File: config.mk
export PLATFORM = sky130hd
export DESIGN_NAME = bencode_delimiter_matcher
export DESIGN_NICKNAME = d
export VERILOG_FILES = /design/src/bdm_pkg.sv /design/src/bdm_ram.sv /design/src/bencode_delimiter_matcher.sv
export VERILOG_INCLUDE_DIRS = /design/src /design/src/src
export SDC_FILE = /design/constraint.sdc
export NUM_CORES = 2
export LEC_CHECK = 0
export BUFFER_PORTS_ARGS = -buffer_cell sky130_fd_sc_hd__buf_2
export CORE_UTILIZATION = 40
export CTS_BUF_LIST = sky130_fd_sc_hd__clkbuf_8 sky130_fd_sc_hd__clkbuf_16
export CTS_CLUSTER_DIAMETER = 30
export CTS_CLUSTER_SIZE = 28
export DETAILED_ROUTE_END_ITERATION = 12
export GPL_ROUTABILITY_DRIVEN = 0
export SLEW_MARGIN = 20
export SYNTH_ARGS = -nofsm -noshare
export SYNTH_HDL_FRONTEND = slang
export SYNTH_SLANG_ARGS = --single-unit
File: constraint.sdc
create_clock -name clk_i -period 5.6 [get_ports clk_i]
set_clock_uncertainty 0.1 [all_clocks]
set_input_delay 0 -clock clk_i [delete_from_list [all_inputs] [get_ports clk_i]]
set_output_delay 0 -clock clk_i [all_outputs]
set_load 0.005 [all_outputs]
File: src/bencode_delimiter_matcher_macros.svh
// Assertion macros for the bencode delimiter matcher.
`ifndef BENCODE_DELIMITER_MATCHER_MACROS_SVH
`define BENCODE_DELIMITER_MATCHER_MACROS_SVH

`ifndef SYNTHESIS
`define BDM_ASSERT(lbl, prop, msg) \
  lbl: assert property (@(posedge clk_i) disable iff (!rst_ni) prop) else $error(msg);
`define BDM_ASSERT_ALWAYS(lbl, prop, msg) \
  lbl: assert property (@(posedge clk_i) prop) else $error(msg);
`else
`define BDM_ASSERT(lbl, prop, msg)
`define BDM_ASSERT_ALWAYS(lbl, prop, msg)
`endif

`endif

File: src/bdm_pkg.sv
package bdm_pkg;

  localparam int unsigned FIELD_W = 24;

  localparam logic [7:0] CH_I     = 8'h69;
  localparam logic [7:0] CH_L     = 8'h6C;
  localparam logic [7:0] CH_D     = 8'h64;
  localparam logic [7:0] CH_E     = 8'h65;
  localparam logic [7:0] CH_COLON = 8'h3A;
  localparam logic [7:0] CH_ZERO  = 8'h30;
  localparam logic [7:0] CH_NINE  = 8'h39;

  localparam logic [1:0] ST_PAIR = 2'd0;
  localparam logic [1:0] ST_OK   = 2'd1;
  localparam logic [1:0] ST_BAD  = 2'd2;

  typedef struct packed {
    logic [7:0] in_byte;
    logic       last_byte;
  } in_t;

  typedef struct packed {
    logic [FIELD_W-1:0] open_pos;
    logic [FIELD_W-1:0] close_pos;
    logic [1:0]         status;
    logic               run_end;
  } out_t;

endpackage

File: src/bdm_ram.sv
module bdm_ram #(
  parameter int unsigned WIDTH = 8,
  parameter int unsigned DEPTH = 16,
  localparam int unsigned AddrW = (DEPTH > 1) ? $clog2(DEPTH) : 1
) (
  input  logic             clk_i,
  input  logic             we_i,
  input  logic [AddrW-1:0] waddr_i,
  input  logic [WIDTH-1:0] wdata_i,
  input  logic [AddrW-1:0] raddr_i,
  output logic [WIDTH-1:0] rdata_o
);

  logic [WIDTH-1:0] mem_q [DEPTH];
  logic [WIDTH-1:0] rdata_q;

  always_ff @(posedge clk_i) begin
    if (we_i) begin
      mem_q[waddr_i] <= wdata_i;
    end
    rdata_q <= mem_q[raddr_i];
  end

  assign rdata_o = rdata_q;

endmodule

File: src/bencode_delimiter_matcher.sv
// Channel | Dir | Handshake                | Word
// in      | in  | in_valid_i, in_ready_o   | bdm_pkg::in_t: in_byte, last_byte
// out     | out | out_valid_o, out_ready_i | bdm_pkg::out_t: open_pos, close_pos, status, run_end
//
// One byte is accepted per cycle while in_ready_o is high; a word passes the input register and the
// scan logic and is written to the eight-entry result queue in the cycle after acceptance, so its
// first result can leave the queue once it has been written.
// A byte yields at most two results, so a run of final bytes is limited by the output port.
// The open stack sits in one RAM; its top two entries are kept in registers.
// Reset clears all control state; stack entries are never cleared.
// Input is stalled while the queue might not hold the results of the byte in flight and of a new byte.
`include "bencode_delimiter_matcher_macros.svh"

module bencode_delimiter_matcher #(
  parameter int unsigned NEST_DEPTH = 64,
  parameter int unsigned POS_BITS   = 24
) (
  input  logic          clk_i,
  input  logic          rst_ni,
  input  logic          in_valid_i,
  output logic          in_ready_o,
  input  bdm_pkg::in_t  in_data_i,
  output logic          out_valid_o,
  input  logic          out_ready_i,
  output bdm_pkg::out_t out_data_o
);

  localparam int unsigned CntW   = $clog2(NEST_DEPTH + 1);
  localparam int unsigned AddrW  = (NEST_DEPTH > 1) ? $clog2(NEST_DEPTH) : 1;
  localparam int unsigned QDepth = 8;
  localparam int unsigned QPtrW  = $clog2(QDepth);
  localparam int unsigned FW     = bdm_pkg::FIELD_W;

  typedef enum logic [1:0] {
    MODE_TOKEN,
    MODE_INT,
    MODE_LEN,
    MODE_PAYLOAD
  } mode_e;

  logic                stg_v_q;
  bdm_pkg::in_t        stg_q;

  logic [POS_BITS-1:0] pos_q, pos_d;
  mode_e               mode_q, mode_d;
  logic [POS_BITS-1:0] start_q, start_d;
  logic [POS_BITS-1:0] acc_q, acc_d;
  logic [POS_BITS-1:0] left_q, left_d;
  logic [CntW-1:0]     cnt_q, cnt_d;
  logic [POS_BITS-1:0] top_q, top_d;
  logic [POS_BITS-1:0] nxt_q, nxt_d;
  logic                failed_q, failed_d;
  logic                byp_q;
  logic [POS_BITS-1:0] byp_data_q;

  logic                ram_we;
  logic [AddrW-1:0]    ram_waddr;
  logic [AddrW-1:0]    ram_raddr;
  logic [POS_BITS-1:0] ram_rdata;
  logic [POS_BITS-1:0] below;
  logic [CntW+1:0]     waddr_full;
  logic [CntW+1:0]     raddr_full;

  logic [7:0]          b;
  logic                digit;
  logic [3:0]          dval;
  logic [POS_BITS+3:0] len_next;
  logic [POS_BITS-1:0] left_dec;
  logic                pair_v;
  logic [POS_BITS-1:0] pair_open;
  logic                verdict_v;
  logic                ok;
  logic [FW+POS_BITS-1:0] open_ext;
  logic [FW+POS_BITS-1:0] close_ext;
  bdm_pkg::out_t       res0, res1;
  logic [1:0]          npush;

  bdm_pkg::out_t       q_mem_q [QDepth];
  logic [QPtrW-1:0]    wr_ptr_q, rd_ptr_q;
  logic [QPtrW:0]      occ_q;
  logic                pop;
  logic [QPtrW+1:0]    room_need;

  assign b         = stg_q.in_byte;
  assign digit     = (b >= bdm_pkg::CH_ZERO) && (b <= bdm_pkg::CH_NINE);
  assign dval      = 4'(b - bdm_pkg::CH_ZERO);
  assign len_next  = ({4'b0, acc_q} << 3) + ({4'b0, acc_q} << 1) + (POS_BITS + 4)'(dval);
  assign left_dec  = left_q - POS_BITS'(1);
  assign below     = byp_q ? byp_data_q : ram_rdata;

  always_comb begin
    pos_d     = pos_q;
    mode_d    = mode_q;
    start_d   = start_q;
    acc_d     = acc_q;
    left_d    = left_q;
    cnt_d     = cnt_q;
    top_d     = top_q;
    nxt_d     = nxt_q;
    failed_d  = failed_q;
    ram_we    = 1'b0;
    pair_v    = 1'b0;
    pair_open = start_q;
    verdict_v = 1'b0;
    ok        = 1'b0;
    if (stg_v_q) begin
      pos_d = pos_q + POS_BITS'(1);
      if (!failed_q) begin
        unique case (mode_q)
          MODE_TOKEN: begin
            priority if (b == bdm_pkg::CH_E) begin
              if (cnt_q != '0) begin
                cnt_d     = cnt_q - CntW'(1);
                pair_v    = 1'b1;
                pair_open = top_q;
                top_d     = nxt_q;
                nxt_d     = below;
              end else begin
                failed_d = 1'b1;
              end
            end else if ((b == bdm_pkg::CH_L) || (b == bdm_pkg::CH_D)) begin
              if (cnt_q < CntW'(NEST_DEPTH)) begin
                cnt_d  = cnt_q + CntW'(1);
                top_d  = pos_q;
                nxt_d  = top_q;
                ram_we = (cnt_q >= CntW'(2));
              end else begin
                failed_d = 1'b1;
              end
            end else if (b == bdm_pkg::CH_I) begin
              start_d = pos_q;
              mode_d  = MODE_INT;
            end else if (digit) begin
              start_d = pos_q;
              acc_d   = POS_BITS'(dval);
              mode_d  = MODE_LEN;
            end else begin
              failed_d = 1'b1;
            end
          end
          MODE_INT: begin
            if (b == bdm_pkg::CH_E) begin
              pair_v = 1'b1;
              mode_d = MODE_TOKEN;
            end
          end
          MODE_LEN: begin
            priority if (digit) begin
              if (|len_next[POS_BITS+3:POS_BITS]) begin
                failed_d = 1'b1;
              end else begin
                acc_d = len_next[POS_BITS-1:0];
              end
            end else if (b == bdm_pkg::CH_COLON) begin
              if (acc_q == '0) begin
                pair_v = 1'b1;
                mode_d = MODE_TOKEN;
              end else begin
                left_d = acc_q;
                mode_d = MODE_PAYLOAD;
              end
            end else begin
              failed_d = 1'b1;
            end
          end
          MODE_PAYLOAD: begin
            left_d = left_dec;
            if (left_dec == '0) begin
              pair_v = 1'b1;
              mode_d = MODE_TOKEN;
            end
          end
          default: begin
            failed_d = 1'b1;
          end
        endcase
      end
      if (stg_q.last_byte) begin
        verdict_v = 1'b1;
        ok        = !failed_d && (mode_d == MODE_TOKEN) && (cnt_d == '0);
        pos_d     = '0;
        mode_d    = MODE_TOKEN;
        start_d   = '0;
        acc_d     = '0;
        left_d    = '0;
        cnt_d     = '0;
        failed_d  = 1'b0;
      end
    end
  end

  assign waddr_full = {2'b00, cnt_q} - (CntW + 2)'(2);
  assign raddr_full = {2'b00, cnt_d} - (CntW + 2)'(3);
  assign ram_waddr  = waddr_full[AddrW-1:0];
  assign ram_raddr  = raddr_full[AddrW-1:0];

  bdm_ram #(
    .WIDTH (POS_BITS),
    .DEPTH (NEST_DEPTH)
  ) u_stack_ram (
    .clk_i   (clk_i),
    .we_i    (ram_we),
    .waddr_i (ram_waddr),
    .wdata_i (nxt_q),
    .raddr_i (ram_raddr),
    .rdata_o (ram_rdata)
  );

  assign open_ext  = {{FW{1'b0}}, pair_open};
  assign close_ext = {{FW{1'b0}}, pos_q};

  always_comb begin
    bdm_pkg::out_t pair_r;
    bdm_pkg::out_t verd_r;
    pair_r.open_pos  = open_ext[FW-1:0];
    pair_r.close_pos = close_ext[FW-1:0];
    pair_r.status    = bdm_pkg::ST_PAIR;
    pair_r.run_end   = 1'b0;
    verd_r.open_pos  = '0;
    verd_r.close_pos = '0;
    verd_r.status    = ok ? bdm_pkg::ST_OK : bdm_pkg::ST_BAD;
    verd_r.run_end   = 1'b1;
    res0  = pair_v ? pair_r : verd_r;
    res1  = verd_r;
    npush = 2'(pair_v) + 2'(verdict_v);
  end

  assign pop         = out_valid_o && out_ready_i;
  assign out_valid_o = (occ_q != '0);
  assign out_data_o  = q_mem_q[rd_ptr_q];
  assign room_need   = {1'b0, occ_q} + {{QPtrW{1'b0}}, stg_v_q, 1'b0};
  assign in_ready_o  = (room_need <= (QPtrW + 2)'(QDepth - 2));

  always_ff @(posedge clk_i or negedge rst_ni) begin
    if (!rst_ni) begin
      stg_v_q  <= 1'b0;
      pos_q    <= '0;
      mode_q   <= MODE_TOKEN;
      start_q  <= '0;
      acc_q    <= '0;
      left_q   <= '0;
      cnt_q    <= '0;
      failed_q <= 1'b0;
      byp_q    <= 1'b0;
      wr_ptr_q <= '0;
      rd_ptr_q <= '0;
      occ_q    <= '0;
    end else begin
      stg_v_q  <= in_valid_i && in_ready_o;
      pos_q    <= pos_d;
      mode_q   <= mode_d;
      start_q  <= start_d;
      acc_q    <= acc_d;
      left_q   <= left_d;
      cnt_q    <= cnt_d;
      failed_q <= failed_d;
      byp_q    <= ram_we && (ram_waddr == ram_raddr);
      wr_ptr_q <= wr_ptr_q + QPtrW'(npush);
      rd_ptr_q <= rd_ptr_q + QPtrW'(pop);
      occ_q    <= occ_q + (QPtrW + 1)'(npush) - (QPtrW + 1)'(pop);
    end
  end

  always_ff @(posedge clk_i) begin
    if (in_valid_i && in_ready_o) begin
      stg_q <= in_data_i;
    end
    top_q      <= top_d;
    nxt_q      <= nxt_d;
    byp_data_q <= nxt_q;
    if (npush != 2'd0) begin
      q_mem_q[wr_ptr_q] <= res0;
    end
    if (npush == 2'd2) begin
      q_mem_q[wr_ptr_q + QPtrW'(1)] <= res1;
    end
  end

  `BDM_ASSERT(a_queue_bound, (occ_q <= (QPtrW + 1)'(QDepth)), "Result queue overfilled.")
  `BDM_ASSERT(a_stack_bound, (cnt_q <= CntW'(NEST_DEPTH)), "Open stack count beyond its depth.")
  `BDM_ASSERT(a_stage_fill, (in_valid_i && in_ready_o |=> stg_v_q), "Accepted word did not reach the scan stage.")
  `BDM_ASSERT(a_verdict_code, (out_valid_o |-> (out_data_o.run_end == (out_data_o.status != bdm_pkg::ST_PAIR))), "Verdict flag and status disagree.")
  `BDM_ASSERT_ALWAYS(a_reset_idle, (!rst_ni |=> (occ_q == '0)), "Result queue not empty in reset.")

endmodule

# Yosys cells after proc, flatten, opt, wreduce, memory -nomap -nowiden
# Memories as Yosys holds them, arrays and structs flattened. A register that Yosys moved wholly into a read port is not among the register bits.
# Cells that the tools add are included.
op_classes:
  n_addsub: 16
  order_cmp: 5
  eq_ne: 23
  n_mux: 100
  bitwise_logic: 1
  n_reduce_logical: 27
ops:
  columns: ["operator", "n"]
  rows:
  - ["two-way mux 24 bit", 35]
  - ["one-hot mux 24 bit (2 select lines)", 2]
  - ["two-way mux 7 bit", 9]
  - ["two-way mux 51 bit", 1]
  - ["logical NOT 24 bit", 2]
  - ["two-way mux 1 bit", 37]
  - ["equality test 8 x 7 -> 1 bit, second input constant", 4]
  - ["adder 27 x 25 -> 28 bit", 1]
  - ["adder 28 x 4 -> 28 bit", 1]
  - ["!= test 3 bit, second input constant", 9]
  - ["two-way mux 2 bit", 13]
  - ["adder 24 x 1 -> 24 bit, second input constant", 1]
  - ["subtractor 24 x 1 -> 24 bit, second input constant", 1]
  - ["AND reduction 6 bit", 3]
  - ["subtractor 6 x 2 -> 6 bit, second input constant", 2]
  - ["AND reduction 9 bit", 1]
  - ["nonzero test 3 bit", 3]
  - ["equality test 8 x 6 -> 1 bit, second input constant", 1]
  - ["greater-or-equal comparator 8 x 6 -> 1 bit, second input constant", 1]
  - ["less-or-equal comparator 8 x 6 -> 1 bit, second input constant", 1]
  - ["one-hot mux 2 bit (4 select lines)", 1]
  - ["nonzero test 2 bit", 4]
  - ["adder 7 x 1 -> 7 bit, second input constant", 1]
  - ["greater-or-equal comparator 7 x 2 -> 1 bit, second input constant", 1]
  - ["27 further kinds", 37]
word_totals:
  regBits: 199
  ram_bits: 1944
  inputBits: 13
  output_inout_bits: 53
  word_cells: 191
  memories: 2
memory_table:
  columns: ["name", "depth", "word_bits", "rd", "rd_clocked_by_memory_dff", "write_ports", "line", "text"]
  rows:
  - ["u_stack_ram.mem_q", 64, 24, 1, 1, 1, "bdm_ram.sv:14", "logic [WIDTH-1:0] mem_q [DEPTH];"]
  - ["q_mem_q", 8, 51, 1, 0, 2, "bencode_delimiter_matcher.sv:78", "bdm_pkg::out_t q_mem_q [QDepth];"]

# Logic depth before layout (Yosys ltp)
depth:
  ltp_word: 16
  mapped_depth: 22
  mapped_depth_nobuf: 17

# Cells and area by module
# From an unflattened synthesis, not the netlist that was laid out.
hier_totals:
  cells_unflattened: 5315
  hier_area_um2: 87313.7
modules_own_cells:
  columns: ["mod", "n_inst", "cells_each", "area_per_inst_um2", "seq_area_each_um2"]
  rows:
  - ["bdm_ram", 1, 2611, 59330.7, 46604.7]
  - ["bencode_delimiter_matcher", 1, 2704, 27983.1, 13472.9]

# Worst setup path before layout
# No wires, ideal clock.
synth_timing:
  kind: "register -> register"
  startpoint: "reg left_q[2]"
  endpoint: "mem q_mem_q[5][1] (netlist bit) (enable)"
  arrival_ns: 3.960
  path_slack_ns: 1.243
  path_stages_with_launch: 20
  n_path_buf: 5
  synth_period_minus_slack_ns: 4.357
  path_cell_list: "dfrtp_1 > buf_6 > nor4_4 > nand2_2 > or4_1 > a21oi_1 > o2111ai_1 > o21ai_1 > o21ai_1 > a211oi_4 > inv_2 > buf_6 > ha_1 > nor2_1 > nand3_1 > and2_1 > clkbuf_1 > clkbuf_1 > clkbuf_1 > inv_1"
synth_rtl:
  columns: ["item", "line", "text"]
  rows:
  - ["start: declaration", "bencode_delimiter_matcher.sv:48", "logic [POS_BITS-1:0] left_q, left_d;"]
  - ["start signal: assignment", "bencode_delimiter_matcher.sv:254", "left_q <= left_d;"]
  - ["end: declaration", "bencode_delimiter_matcher.sv:78", null]

==> results.txt <==
Along the worst hold path, the cell count comes to 3. In this run the number of H-tree levels came out at 5. The delay contributed by the slowest stage of the critical path is 0.57 ns.

The CTS clock-pin slew for the worst setup and hold paths came out at 0.05 ns. The fraction of registers with async set/reset came out at 5.45%. TritonCTS built the clock tree. The area of the mapped netlist is 86400 sq um. The commonest cells after synthesis are 1609 x sky130_fd_sc_hd__edfxtp_1, 723 x sky130_fd_sc_hd__nand2_1, 486 x sky130_fd_sc_hd__mux4_2.

The cell type group with the largest total delay on the critical path is simple AND/OR/NAND/NOR gates. The cell sitting at the root of the clock tree is a sky130_fd_sc_hd__clkbuf_16. For the worst setup path, the data required time is 6.32 ns.

The sum of net half-perimeters after detailed placement is 127000 microns. The maximum number of pins on one net before global-route repair came out at 93. The core area came out at 215000 sq um. The number of antenna violations at the first check in global routing came out at 3. The portion of synthesized area spent on multiplexers is 14.3%. The pre-antenna-repair detailed-routing pass consisted of 6 iterations.

The total congestion overflow is 0. The power density normalized to cell area is 566 nW/um^2. The number of clock buffers added by TritonCTS is 434.

Measured against its own limit, the worst slew margin works out to 23.7%. The quantity of gates resized following cts is 0. The fraction of the cycle the final worst path needs is 88.3%. Of the total synthesized cell area, the portion taken by AND, OR, NAND and NOR gates is 6.55%. At the worst endpoint, the arrival time is 5.66 ns. The highest ir drop seen on vdd is 0.642 mV. The critical path goes through nor4_4, and2_1, nand2_1, o21ai_0, o2111ai_1, o21ai_1, o21ai_1, a211oi_4, inv_2, ha_1, nor2b_1, nand3_1, and2_2, buf_4, nand2_1, o21ai_2. The multi-input combinational cell area is 25100 sq um.

The worst setup path is launched from a flop. The total of hold buffers inserted after clock tree synthesis came out at 24. The critical path in this run is classified as flop to flop. Measured along the y axis, the die boundary spans 467 microns. After detailed routing, the met2 layer carries 103000 microns of wire. The DRC violation count after routing came out at 0. The number of nets with antenna violations after detailed routing came out at 0.

The via count came out at 49.8k. The synthesized design spends more area on one cell type than any other, namely sky130_fd_sc_hd__edfxtp_1. The final layout contains routed wiring with a total length of 223000 microns.

The post-synthesis cell count is 5358. The smallest clock period supported by the final layout is computed as 4.95 ns. The initial cell density of the core is 40.3%.

The total of warnings raised by yosys is 0. The worst register-to-register path has a depth of 16. The met3 routed wirelength is 16100 microns. The critical path contains buffers and inverters numbering 2 combined. The total of max-cap violations is 0.

The first routing iteration left 4813 violations. The all-layer global routing usage is 20.5%. After synthesis, the cell types taking the most area are sky130_fd_sc_hd__edfxtp_1 56%, sky130_fd_sc_hd__mux4_2 13%, sky130_fd_sc_hd__dfxtp_1 10%.

The endpoint of the worst hold-timing path is stg_v_q. The synthesized-area fraction occupied by ao, oa, aoi and oai cells is 5.90%. The number of nets at the end of the flow came out at 5827. Along the worst path, the maximum fanout reaches 37. The kind of capture point of the worst setup path is a flop. In this run the deepest clock path goes through 4 buffers. The flow ran to the end, and the final reports show no timing, DRC or antenna violations.

For this design, the sink count on the clock tree is 2167. The post-synthesis to final-layout area growth is 22.8%. The register area is 60100 sq um. The capturing point of the worst reg2reg path is q_mem_q[7][31]. Summed over all failing endpoints, the final setup total negative slack is 0 ns. The most frequently used flop master after synthesis is sky130_fd_sc_hd__edfxtp_1. The count of standard-cell rows came out at 170.

The post-synthesis adder-cell area fraction is 1.15%. The launch point of the critical path is left_q[2]. In this run the critical register-to-register path is launched from left_q[2]. Counting tap cells, the placed design contains a total of 8114 instances.

The number of fill cells came out at 17.6k. Setup repair after global routing left no endpoint under its margin. After detailed routing, the average wire length per cell comes to 25.0 microns. The fmax is 0.202 GHz.

The synthesized design contains 2167 register bits. The setup check on the worst reg-to-reg path leaves a slack of 0.65 ns. The number of global-route vias before repair was 50.8k. The largest individual stage delay along the critical path comes from the cell sky130_fd_sc_hd__and2_2.

The min-delay analysis places its worst path in the category input pin to flop. The number of nets handed over by synthesis was 5448. The hold violation count in the final report was 0.

The clock insertion delay at the later pin of the skew report came out at 0.96 ns. The origin of the worst min-delay path is in_valid_i. Counting flops with a built-in enable in the synthesized netlist gives 1609. The post-synthesis area per instance is 16.1 sq um. The final-report max-slew violation count came to 0. The die is 467 microns wide.

After synthesis, the largest family of logic cells by area is multiplexers. In the final layout, the share of cells above drive strength 1 is 26.9%. The quantity of I/O buffers inserted on ports came out at 65. The synthesized netlist devotes 0.689% of its cell area to XOR and XNOR gates. The top cell type's share of synthesized area came out at 55.9%. Buffers added to address setup during post-CTS repair amount to 0.

Among all cell types in the netlist, the one instantiated most often is sky130_fd_sc_hd__edfxtp_1. The full die area is 218000 sq um. In the final routing, the length of wire on met1 measures 97200 microns. The proportion of synthesized chip area in sequential cells came out at 69.5%.

The number of different library cells in the post-synthesis netlist came out at 85. The boundary pin count is 66. The final number of setup-violating endpoints came out at 0. The leakage power came out at 37.7 nW. Using the TritonRoute via totals, the vias-per-cell ratio works out to 5.58.

The first global-routing pass estimated 334000 microns of wire. The slew at the pin closest to its max-slew limit came out at 1.11 ns. Signal routing reaches up to met4. The count of cells in the finished layout, fillers not included, comes to 8929.
## routing by layer
layer	track usage, %	vias up
met4	7.48	0
met5	0	-
li1	-	21800
met2	31.5	1947
met3	3.91	342
met1	29.0	25700
## state kept, by name (all words and copies together), names as in the netlist, 2 cells and up
register and cells:
acc_q 24, b 8, nxt_q 24, u_stack_ram.mem_q 1536, start_q 24, cnt_q 7, occ_q 4, byp_data_q 24
left_q 24, q_mem_q 408, pos_q 24, wr_ptr_q 3, top_q 24, mode_q 2, u_stack_ram.rdata_o 24, rd_ptr_q 3
## worst max path at each step
stage                      to  slack (ns)  cells after the start
5_1_grt        q_mem_q[7][31]        0.30                     16
4_1_cts        q_mem_q[7][31]        0.71                     16
2_1_floorplan   q_mem_q[5][1]        1.24                     19
6_report       q_mem_q[7][31]        0.65                     16
3_3_place_gp   q_mem_q[7][34]        0.76                     16
3_5_place_dp   q_mem_q[7][34]        0.70                     16
## cell families (layout without fill, tap and decap cells)
group           count (synthesis)  count (layout)
other cells                     0               1
xor+xnor                       68              68
compound gates                748             748
buf+inv                       401            1133
fa+ha+maj                      77              77
flops                        2167            2167
mux                           620             620
simple gates                 1277            1277
## tightest hold or removal path, stage by stage
cell                            delay (ns)
sky130_fd_sc_hd__dlygate4sd3_1        0.53
sky130_fd_sc_hd__buf_2                0.11
sky130_fd_sc_hd__and2_1               0.34
## cell usage in the layout (no fill, tap or decap), types with 60 or more instances in the layout
master / synthesis / layout
sky130_fd_sc_hd__bufinv_16: 0 / 60
sky130_fd_sc_hd__edfxtp_1: 1609 / 1609
sky130_fd_sc_hd__nand3_1: 179 / 179
sky130_fd_sc_hd__dfxtp_1: 440 / 440
sky130_fd_sc_hd__dfrtp_1: 118 / 115
sky130_fd_sc_hd__clkinv_2: 0 / 89
sky130_fd_sc_hd__o21ai_0: 281 / 281
sky130_fd_sc_hd__a21oi_1: 61 / 61
sky130_fd_sc_hd__buf_4: 1 / 165
sky130_fd_sc_hd__nor2_1: 141 / 71
sky130_fd_sc_hd__mux4_2: 486 / 486
sky130_fd_sc_hd__nand2_1: 723 / 722
sky130_fd_sc_hd__ha_1: 73 / 72
sky130_fd_sc_hd__buf_2: 91 / 64
sky130_fd_sc_hd__nand4_1: 64 / 64
sky130_fd_sc_hd__a22o_1: 228 / 228
sky130_fd_sc_hd__nor2_2: 0 / 69
sky130_fd_sc_hd__mux2i_1: 78 / 68
sky130_fd_sc_hd__inv_1: 52 / 104
sky130_fd_sc_hd__clkbuf_16: 0 / 444
## layout make-up
type | count | share of cell area (%)
antenna | 1 | 0.00236
clock inverter | 323 | 3.10
tap | 2838 | 3.34
inverter | 53 | 0.187
sequential | 2167 | 56.6
clock buffer | 466 | 10.8
multi-input combinational | 2790 | 23.6
timing repair buffer | 291 | 2.41
## power breakdown
group / switching (W) / internal, W
Combinational: 0.00998 / 0.00675
Clock: 0.00821 / 0.0173
Sequential: 0.000505 / 0.0174
## through the flow
stage / utilization [%] / hold slack, ns / setup WS [ns] / area [sq um] / power (W)
global placement: 42.5 / -0.0414 / 0.755 / 91200 / 0.0350
finish: 49.5 / 0.0987 / 0.653 / 106000 / 0.0601
detailed placement: 42.5 / -0.0296 / 0.699 / 91200 / 0.0350
CTS: 49.5 / 0.0367 / 0.705 / 106000 / 0.0606
global route: 49.5 / 0.106 / 0.299 / 106000 / 0.0624
floorplan: - / -0.396 / 1.24 / 86400 / 0.0285
Power figures use the tool's default switching activity.
